## config.mk

```make
export PLATFORM = sky130hd
export DESIGN_NAME = panel_encoder_button_scanner
export DESIGN_NICKNAME = d
export VERILOG_FILES = /design/src/pebs_pkg.sv /design/src/pebs_button.sv /design/src/pebs_encoder.sv /design/src/panel_encoder_button_scanner.sv
export SDC_FILE = /design/constraint.sdc
export NUM_CORES = 1
export LEC_CHECK = 0
export ABC_CLOCK_PERIOD_IN_PS = 5400
export BUFFER_PORTS_ARGS = -buffer_cell sky130_fd_sc_hd__clkbuf_2
export CORE_UTILIZATION = 45
export CTS_CLUSTER_SIZE = 20
export DETAILED_ROUTE_END_ITERATION = 10
export SYNTH_ARGS = -nofsm -noshare
export SYNTH_HDL_FRONTEND = slang
export SYNTH_SLANG_ARGS = --single-unit
export TNS_END_PERCENT = 100
```

## constraint.sdc

```tcl
create_clock -name i_clk -period 5.4 [get_ports i_clk]
set_input_delay 0.27 -clock i_clk [delete_from_list [all_inputs] [get_ports i_clk]]
set_output_delay 0.27 -clock i_clk [all_outputs]
set_load 0.01 [all_outputs]
```

## src/pebs_pkg.sv

```systemverilog
// Shared constants and types for the panel encoder and button scanner.
`timescale 1ns / 1ps
`default_nettype none

package pebs_pkg;

    // Fixed widths of the panel snapshot and result fields.
    localparam int PANEL_W      = 16;
    localparam int NOW_W        = 16;
    localparam int THRESH_W     = 16;
    localparam int SHIFT_IDX_W  = 3;
    localparam int CFG_IDX_W    = 3;
    localparam int CFG_DATA_W   = 16;
    localparam int STEP_W       = 2;
    localparam int SLOT_W       = 2;

    // Port slots on the block; the parameters may use fewer of them.
    localparam int MAX_ENCODERS = 4;
    localparam int MAX_BUTTONS  = 6;
    localparam int BUTTON_BASE  = 10;

    // Parameter defaults.
    localparam int DEF_ENCODER_COUNT = 4;
    localparam int DEF_BUTTON_COUNT  = 6;
    localparam int DEF_TICK_WIDTH    = 16;

    // Configuration register indexes.
    localparam logic [CFG_IDX_W-1:0] REG_DOUBLE_CLICK = 3'd0;
    localparam logic [CFG_IDX_W-1:0] REG_LONG_CLICK   = 3'd1;
    localparam logic [CFG_IDX_W-1:0] REG_SHIFT_INDEX  = 3'd2;
    localparam logic [CFG_IDX_W-1:0] REG_ACTIVE_LOW   = 3'd3;

    // Configuration reset values.
    localparam logic [THRESH_W-1:0]    RST_DOUBLE_CLICK = 16'd20;
    localparam logic [THRESH_W-1:0]    RST_LONG_CLICK   = 16'd100;
    localparam logic [SHIFT_IDX_W-1:0] RST_SHIFT_INDEX  = 3'd0;
    localparam logic                   RST_ACTIVE_LOW   = 1'b1;

    // Encoder step codes.
    localparam logic signed [STEP_W-1:0] STEP_NONE = 2'sb00;
    localparam logic signed [STEP_W-1:0] STEP_UP   = 2'sb01;
    localparam logic signed [STEP_W-1:0] STEP_DOWN = 2'sb11;

    // Encoder slot codes.
    localparam logic [SLOT_W-1:0] SLOT_NORMAL     = 2'd0;
    localparam logic [SLOT_W-1:0] SLOT_SHIFT      = 2'd1;
    localparam logic [SLOT_W-1:0] SLOT_BUTTON     = 2'd2;
    localparam logic [SLOT_W-1:0] SLOT_BTN_SHIFT  = 2'd3;

    typedef struct packed {
        logic [THRESH_W-1:0] double_click;
        logic [THRESH_W-1:0] long_click;
    } t_thresh;

    typedef struct packed {
        logic click;
        logic dbl;
        logic lng;
    } t_btn_evt;

    typedef struct packed {
        logic signed [STEP_W-1:0] step;
        logic [SLOT_W-1:0]        slot;
    } t_enc_res;

endpackage

`default_nettype wire

```

## src/pebs_button.sv

```systemverilog
// Click, double-click and long-click detector for one panel button.
`timescale 1ns / 1ps
`default_nettype none

module pebs_button #(
    parameter int TICK_WIDTH = pebs_pkg::DEF_TICK_WIDTH
) (
    input  wire logic                  i_clk,
    input  wire logic                  i_rst_n,
    input  wire logic                  i_fire,
    input  wire logic                  i_down,
    input  wire logic [TICK_WIDTH-1:0] i_now,
    input  wire pebs_pkg::t_thresh     i_thresh,
    output pebs_pkg::t_btn_evt         o_evt
);

    localparam int CMP_W = (TICK_WIDTH > pebs_pkg::THRESH_W) ? TICK_WIDTH
                                                              : pebs_pkg::THRESH_W;

    logic                  r_prev_down;
    logic                  r_pressed_once;
    logic [TICK_WIDTH-1:0] r_last_press;

    logic                  n_pressed_once;
    logic [TICK_WIDTH-1:0] n_last_press;

    logic [TICK_WIDTH-1:0] diff;
    logic [CMP_W-1:0]      diff_ext;
    logic [CMP_W-1:0]      diff_now;
    logic [CMP_W-1:0]      dbl_ext;
    logic [CMP_W-1:0]      lng_ext;
    logic                  press_edge;
    logic                  recorded;

    assign diff       = i_now - r_last_press;
    assign diff_ext   = CMP_W'(diff);
    assign dbl_ext    = CMP_W'(i_thresh.double_click);
    assign lng_ext    = CMP_W'(i_thresh.long_click);
    assign press_edge = i_down && !r_prev_down;

    always_comb begin
        n_pressed_once = r_pressed_once;
        n_last_press   = r_last_press;
        o_evt          = '0;
        recorded       = 1'b0;

        if (press_edge) begin
            if (r_pressed_once) begin
                if (diff_ext < dbl_ext) begin
                    o_evt.dbl      = 1'b1;
                    n_pressed_once = 1'b0;
                end
            end else begin
                n_last_press   = i_now;
                n_pressed_once = 1'b1;
                recorded       = 1'b1;
            end
        end

        // A press recorded in this beat has zero elapsed time.
        diff_now = recorded ? '0 : diff_ext;

        if (n_pressed_once) begin
            if (i_down) begin
                if (diff_now > lng_ext) begin
                    o_evt.lng      = 1'b1;
                    n_pressed_once = 1'b0;
                end
            end else if (diff_now > lng_ext) begin
                n_pressed_once = 1'b0;
            end else if (diff_now > dbl_ext) begin
                o_evt.click    = 1'b1;
                n_pressed_once = 1'b0;
            end
        end
    end

    always_ff @(posedge i_clk) begin
        if (!i_rst_n) begin
            r_prev_down    <= 1'b0;
            r_pressed_once <= 1'b0;
            r_last_press   <= '0;
        end else if (i_fire) begin
            r_prev_down    <= i_down;
            r_pressed_once <= n_pressed_once;
            r_last_press   <= n_last_press;
        end
    end

endmodule

`default_nettype wire

```

## src/pebs_encoder.sv

```systemverilog
// Quadrature step decoder and slot selection for one rotary encoder.
`timescale 1ns / 1ps
`default_nettype none

module pebs_encoder (
    input  wire logic          i_clk,
    input  wire logic          i_rst_n,
    input  wire logic          i_fire,
    input  wire logic          i_a,
    input  wire logic          i_b,
    input  wire logic          i_own_down,
    input  wire logic          i_shift_down,
    output pebs_pkg::t_enc_res o_res
);

    logic r_prev_a;

    always_comb begin
        o_res.step = pebs_pkg::STEP_NONE;
        o_res.slot = pebs_pkg::SLOT_NORMAL;
        if (i_a != r_prev_a) begin
            o_res.step = (i_b == i_a) ? pebs_pkg::STEP_UP : pebs_pkg::STEP_DOWN;
            if (i_own_down) begin
                o_res.slot = i_shift_down ? pebs_pkg::SLOT_BTN_SHIFT
                                          : pebs_pkg::SLOT_BUTTON;
            end else begin
                o_res.slot = i_shift_down ? pebs_pkg::SLOT_SHIFT
                                          : pebs_pkg::SLOT_NORMAL;
            end
        end
    end

    always_ff @(posedge i_clk) begin
        if (!i_rst_n) begin
            r_prev_a <= 1'b0;
        end else if (i_fire) begin
            r_prev_a <= i_a;
        end
    end

endmodule

`default_nettype wire

```

## src/panel_encoder_button_scanner.sv

```systemverilog
// Top level of the panel encoder and button scanner.
//
//  channel  direction  handshake                 payload
//  in       sink       i_in_valid / o_in_stall   i_panel_bits, i_now_tick
//  out      source     o_out_valid / i_out_stall o_encN_step/slot, o_*_mask
//  cfg      sink       i_cfg_we                  i_cfg_index, i_cfg_data
//
// One snapshot per clock is accepted while the output is not stalled; the input beat
// lands in the input register and its result is registered into the result register.
// Button and encoder history updates as a beat moves into the result register.
// A stalled output backs up into the input register and then stalls the input.
// Synchronous active-low reset clears history and handshake state and restores
// the configuration defaults.
`timescale 1ns / 1ps
`default_nettype none

module panel_encoder_button_scanner #(
    parameter int ENCODER_COUNT = pebs_pkg::DEF_ENCODER_COUNT,
    parameter int BUTTON_COUNT  = pebs_pkg::DEF_BUTTON_COUNT,
    parameter int TICK_WIDTH    = pebs_pkg::DEF_TICK_WIDTH
) (
    input  wire logic                                i_clk,
    input  wire logic                                i_rst_n,
    // Input snapshots
    input  wire logic                                i_in_valid,
    output logic                                     o_in_stall,
    input  wire logic [pebs_pkg::PANEL_W-1:0]        i_panel_bits,
    input  wire logic [pebs_pkg::NOW_W-1:0]          i_now_tick,
    // Results
    output logic                                     o_out_valid,
    input  wire logic                                i_out_stall,
    output logic signed [pebs_pkg::STEP_W-1:0]       o_enc0_step,
    output logic [pebs_pkg::SLOT_W-1:0]              o_enc0_slot,
    output logic signed [pebs_pkg::STEP_W-1:0]       o_enc1_step,
    output logic [pebs_pkg::SLOT_W-1:0]              o_enc1_slot,
    output logic signed [pebs_pkg::STEP_W-1:0]       o_enc2_step,
    output logic [pebs_pkg::SLOT_W-1:0]              o_enc2_slot,
    output logic signed [pebs_pkg::STEP_W-1:0]       o_enc3_step,
    output logic [pebs_pkg::SLOT_W-1:0]              o_enc3_slot,
    output logic [pebs_pkg::MAX_BUTTONS-1:0]         o_click_mask,
    output logic [pebs_pkg::MAX_BUTTONS-1:0]         o_double_click_mask,
    output logic [pebs_pkg::MAX_BUTTONS-1:0]         o_long_click_mask,
    // Configuration writes
    input  wire logic                                i_cfg_we,
    input  wire logic [pebs_pkg::CFG_IDX_W-1:0]      i_cfg_index,
    input  wire logic [pebs_pkg::CFG_DATA_W-1:0]     i_cfg_data
);

    localparam int NB    = pebs_pkg::MAX_BUTTONS;
    localparam int NE    = pebs_pkg::MAX_ENCODERS;
    localparam int CMP_W = (TICK_WIDTH > pebs_pkg::NOW_W) ? TICK_WIDTH : pebs_pkg::NOW_W;

    // Configuration registers.
    pebs_pkg::t_thresh                   r_thresh;
    logic [pebs_pkg::SHIFT_IDX_W-1:0]    r_shift_idx;
    logic                                r_active_low;

    // Input register.
    logic                                r_in_valid;
    logic [pebs_pkg::PANEL_W-1:0]        r_bits;
    logic [pebs_pkg::NOW_W-1:0]          r_now;

    // Result register.
    logic                                r_out_valid;
    pebs_pkg::t_enc_res                  r_enc [NE];
    logic [NB-1:0]                       r_click;
    logic [NB-1:0]                       r_dbl;
    logic [NB-1:0]                       r_lng;

    logic                                out_free;
    logic                                in_fire;
    logic                                proc;
    logic [CMP_W-1:0]                    now_ext;
    logic [TICK_WIDTH-1:0]               now_t;
    logic [NB-1:0]                       down;
    logic [7:0]                          down_ext;
    logic                                shift_down;
    pebs_pkg::t_btn_evt                  evt [NB];
    pebs_pkg::t_enc_res                  enc [NE];

    assign out_free   = !r_out_valid || !i_out_stall;
    assign o_in_stall = r_in_valid && !out_free;
    assign in_fire    = i_in_valid && !o_in_stall;
    assign proc       = r_in_valid && out_free;

    assign now_ext = CMP_W'(r_now);
    assign now_t   = now_ext[TICK_WIDTH-1:0];

    always_ff @(posedge i_clk) begin
        if (!i_rst_n) begin
            r_thresh.double_click <= pebs_pkg::RST_DOUBLE_CLICK;
            r_thresh.long_click   <= pebs_pkg::RST_LONG_CLICK;
            r_shift_idx           <= pebs_pkg::RST_SHIFT_INDEX;
            r_active_low          <= pebs_pkg::RST_ACTIVE_LOW;
        end else if (i_cfg_we) begin
            unique case (i_cfg_index)
                pebs_pkg::REG_DOUBLE_CLICK: r_thresh.double_click <= i_cfg_data;
                pebs_pkg::REG_LONG_CLICK:   r_thresh.long_click   <= i_cfg_data;
                pebs_pkg::REG_SHIFT_INDEX:
                    r_shift_idx <= i_cfg_data[pebs_pkg::SHIFT_IDX_W-1:0];
                pebs_pkg::REG_ACTIVE_LOW:   r_active_low <= i_cfg_data[0];
                default: ;
            endcase
        end
    end

    always_ff @(posedge i_clk) begin
        if (!i_rst_n) begin
            r_in_valid <= 1'b0;
        end else if (in_fire) begin
            r_in_valid <= 1'b1;
        end else if (proc) begin
            r_in_valid <= 1'b0;
        end
    end

    always_ff @(posedge i_clk) begin
        if (in_fire) begin
            r_bits <= i_panel_bits;
            r_now  <= i_now_tick;
        end
    end

    // Button levels; buttons beyond the configured count never read as down.
    always_comb begin
        for (int b = 0; b < NB; b++) begin
            down[b] = (b < BUTTON_COUNT) &&
                      (r_bits[pebs_pkg::BUTTON_BASE + b] ^ r_active_low);
        end
    end

    assign down_ext   = 8'(down);
    assign shift_down = (r_shift_idx < pebs_pkg::SHIFT_IDX_W'(BUTTON_COUNT)) &&
                        down_ext[r_shift_idx];

    for (genvar b = 0; b < NB; b++) begin : g_btn
        if (b < BUTTON_COUNT) begin : g_on
            pebs_button #(
                .TICK_WIDTH (TICK_WIDTH)
            ) u_btn (
                .i_clk    (i_clk),
                .i_rst_n  (i_rst_n),
                .i_fire   (proc),
                .i_down   (down[b]),
                .i_now    (now_t),
                .i_thresh (r_thresh),
                .o_evt    (evt[b])
            );
        end else begin : g_off
            assign evt[b] = '0;
        end
    end

    for (genvar e = 0; e < NE; e++) begin : g_enc
        if (e < ENCODER_COUNT) begin : g_on
            pebs_encoder u_enc (
                .i_clk        (i_clk),
                .i_rst_n      (i_rst_n),
                .i_fire       (proc),
                .i_a          (r_bits[2*e]),
                .i_b          (r_bits[2*e+1]),
                .i_own_down   (down[e]),
                .i_shift_down (shift_down),
                .o_res        (enc[e])
            );
        end else begin : g_off
            assign enc[e] = '0;
        end
    end

    always_ff @(posedge i_clk) begin
        if (!i_rst_n) begin
            r_out_valid <= 1'b0;
        end else if (proc) begin
            r_out_valid <= 1'b1;
        end else if (!i_out_stall) begin
            r_out_valid <= 1'b0;
        end
    end

    always_ff @(posedge i_clk) begin
        if (proc) begin
            for (int e = 0; e < NE; e++) begin
                r_enc[e] <= enc[e];
            end
            for (int b = 0; b < NB; b++) begin
                r_click[b] <= evt[b].click;
                r_dbl[b]   <= evt[b].dbl;
                r_lng[b]   <= evt[b].lng;
            end
        end
    end

    assign o_out_valid         = r_out_valid;
    assign o_enc0_step         = r_enc[0].step;
    assign o_enc0_slot         = r_enc[0].slot;
    assign o_enc1_step         = r_enc[1].step;
    assign o_enc1_slot         = r_enc[1].slot;
    assign o_enc2_step         = r_enc[2].step;
    assign o_enc2_slot         = r_enc[2].slot;
    assign o_enc3_step         = r_enc[3].step;
    assign o_enc3_slot         = r_enc[3].slot;
    assign o_click_mask        = r_click;
    assign o_double_click_mask = r_dbl;
    assign o_long_click_mask   = r_lng;

endmodule

`default_nettype wire

```

==> impl_metrics.env <==
export IMPL_outcome="completed"
export IMPL_yosys_area_share_adder_pct=23.9
export IMPL_routed_wirelength_um=60500
export IMPL_multiInputGateArea_um2=13300
export IMPL_worstPathArrival_ps=5410
export IMPL_cts_tree="yes"
export IMPL_synth_top_family_by_area="adder cells"
export IMPL_regArea_um2=4920
export IMPL_clkTransAtPathRegs_ps=60
export IMPL_num_rows=74
export IMPL_cts_buffers=26
export IMPL_synthFlopType="dfxtp_1"
export IMPL_crit_slowest_cell="edfxtp_1"
export IMPL_dp_final_hpwl_um=45100
export IMPL_worst_slew_pin_slew_ps=1120
export IMPL_hp_class="in2reg"
export IMPL_ff2ff_setup_slack_ps=390
export IMPL_fin_tns_setup_ps=0
export IMPL_critPathTopFamily="compound AO/OA/AOI/OAI gates"
export IMPL_path_max_fanout=8
export IMPL_antenna_left=0
export IMPL_grt_use_total_pct=27.6
export IMPL_fp_coreArea_um2=41200
export IMPL_worstHoldEndpoint="r_thresh[0]"
export IMPL_diodes=0
export IMPL_final_util_pct=52.4
export IMPL_fp_dieH_um=208
export IMPL_critPathBufInv=0
export IMPL_grt_antenna_before_repair=0
export IMPL_drc_errors=0
export IMPL_setup_violations=0
export IMPL_place_gp_congestion=0.920
export IMPL_powerDensity_nw_per_um2=263
export IMPL_synth_most_common_cell="ha_1"
export IMPL_yosysTopAreaCell="ha_1"
export IMPL_avgSynthCellArea_um2=8.45
export IMPL_final_fill_count=3802
export IMPL_rr_startpoint="now_ext[8]"
export IMPL_dp_cells=2855
export IMPL_yosys_warnings=0
export IMPL_first_iter_violations=1343
export IMPL_fin_nets=2808
export IMPL_critPathLaunchType="flop"
export IMPL_htree_levels=1
export IMPL_fp_dieArea_um2=43100
export IMPL_drt_vias_per_instance=5.72
export IMPL_crit_type="reg2reg"
export IMPL_synth_compound_area_share_pct=20.9
export IMPL_cts_sinks=214
export IMPL_hold_start="i_cfg_data[0]"
export IMPL_syn_num_nets=2659
export IMPL_num_vias=16900
export IMPL_dieWidth_um=208
export IMPL_cp_cell_sequence="ha_1 -> a21oi_1 -> o21ai_0 -> o21a_1 -> o21a_1 -> o21ai_0 -> a21oi_1 -> o21ai_0 -> a21oi_1 -> nor3b_1 -> ha_1 -> and4_1 -> nand2_1 -> or4b_4 -> o221ai_1 -> o31a_1 -> nor3b_1"
export IMPL_yosysUniqueCellTypes=79
export IMPL_rsz0062_at_grt="no"
export IMPL_synth_area_top_cells="ha_1 23%, dfxtp_1 16%, edfxtp_1 10%"
export IMPL_gr_total_overflow=0
export IMPL_rr_worst_depth=17
export IMPL_synth_area_mux_share_pct=0.382
export IMPL_cts_setup_buffers=0
export IMPL_async_reset_ff_share_pct=0
export IMPL_syn_cell_area_um2=19000
export IMPL_skew_ps=15.7
export IMPL_synth_xor_area_share_pct=4.38
export IMPL_min_period_ps=5010
export IMPL_final_max_slew_violation_count=0
export IMPL_synthTopCellsByCount="348 x ha_1, 325 x nand2_1, 152 x inv_1, 150 x dfxtp_1, 134 x a21boi_0"
export IMPL_timing_final_crit_share_pct=92.8
export IMPL_layout_cells_non_filler=2950
export IMPL_grt_first_pass_wirelength_um=92000
export IMPL_hold_violations=0
export IMPL_hold_ws_ps=38.4
export IMPL_power_mw=5.68
export IMPL_max_freq_mhz=199
export IMPL_slowest_delay_ps=650
export IMPL_clock_path_buffers=3
export IMPL_required_ps=5800
export IMPL_ys_seq_area_share_pct=25.9
export IMPL_cts_resized=0
export IMPL_synth_simple_area_share_pct=20.2
export IMPL_relSlewSlack_pct=25.4
export IMPL_cts_hold_buffers=47
export IMPL_port_buffers=89
export IMPL_grt_max_degree=93
export IMPL_synth_top_area_share_pct=22.9
export IMPL_total_leakage_power_nw=8.99
export IMPL_drive_above_1_share_pct=8.35
export IMPL_synth_edf_count=64
export IMPL_ios=92
export IMPL_grt_pass1_vias=15900
export IMPL_wl_per_cell_um=20.5
export IMPL_synthCells=2249
export IMPL_dr_pass1_iters=6
export IMPL_cap_violations=0
export IMPL_syn_to_final_growth_pct=13.6
export IMPL_whs_path_depth=3
export IMPL_crit_path_end_kind="flop"
export IMPL_clock_latency_ps=570
export IMPL_rr_endpoint="o_long_click_mask[4]"
export IMPL_initial_core_util_pct=46.1
export IMPL_ir_drop_mv=0.219
export IMPL_ys_ff_latch=214
export IMPL_root_buffer="clkbuf_16"
cell families (layout without fill, tap and decap cells):
| logic type | after synthesis | count (layout) |
|---|---|---|
| AO/OA/AOI/OAI | 584 | 584 |
| buffers and inverters | 209 | 378 |
| XOR/XNOR | 95 | 95 |
| AND/OR/NAND/NOR | 780 | 780 |
| multiplexers | 6 | 6 |
| adder cells (fa/ha/maj) | 361 | 361 |
| flip-flops | 214 | 214 |
power breakdown:
part	switching, mW	leakage, nW	internal, mW
Combinational	1.12	6.70	0.846
Clock	0.752	0.456	1.16
Sequential	0.0700	1.84	1.73
routing by layer:
metal / GRT usage (%) / vias up / part of all wire (%)
met5: 0 / - / 0
met4: 9.29 / 0 / 3.1
met3: 4.16 / 115 / 6.7
met2: 43.7 / 539 / 43
met1: 38.1 / 7894 / 47
li1: - / 8338 / -
per-stage QoR:
step	setup WS [ps]	area (µm²)
after floorplan	1000	19000
after global placement	575	20200
after detailed placement	457	20200
after CTS	402	21600
after global routing	83.8	21600
final	387	21600
worst register-to-register path, delay by kind of cell, from the launching register on:
family,cells,cell delay [ps]
adders and majority gates,2,690
and+or+nand+nor,5,1400
DFF,1,650
AOI/OAI and AO/OA,10,2110
layout by cell type (no fill, tap or decap), drive strengths merged, types with 45 or more instances in the layout:
master / netlist / final
a21boi: 136 / 136
a21o: 70 / 70
a21oi: 121 / 121
and2: 71 / 71
clkbuf: 47 / 120
dfxtp: 150 / 150
dlygate4sd3: 0 / 47
edfxtp: 64 / 64
ha: 348 / 348
inv: 153 / 156
nand2: 325 / 325
nand4: 45 / 45
nor2: 105 / 105
nor2b: 51 / 51
o21ai: 94 / 94
xnor2: 64 / 64
registers in the layout, summed over array words and instances (netlist names), 4 cells and up:
signal / count
o_click_mask: 6
o_double_click_mask: 6
r_thresh: 32
r_bits: 14
r_enc: 16
g_btn.g_on.u_btn.r_prev_down: 6
g_enc.g_on.u_enc.r_prev_a: 4
o_long_click_mask: 6
g_btn.g_on.u_btn.r_last_press: 96
g_btn.g_on.u_btn.r_pressed_once: 6
now_ext: 16
worst max-delay path by stage:
stage                     from                   end  slack, ps  depth (start not counted)
finish              now_ext[8]  o_long_click_mask[4]        390                         17
global route        now_ext[8]  o_long_click_mask[4]         80                         17
CTS                 now_ext[8]  o_long_click_mask[4]        400                         17
detailed placement  now_ext[8]  o_long_click_mask[4]        460                         17
global placement    now_ext[8]  o_long_click_mask[4]        570                         17
floorplan           now_ext[1]  o_long_click_mask[4]       1000                         18
area by class of cell:
class	instances	area share, %
Clock buffer	32	3.41
Clock inverter	16	0.881
Inverter	154	2.68
Multi-Input combinational cell	1826	61.5
Sequential cell	214	22.8
Tap cell	532	3.08
Timing Repair Buffer	176	5.64
Note: power is estimated with default switching activity, not from simulation.
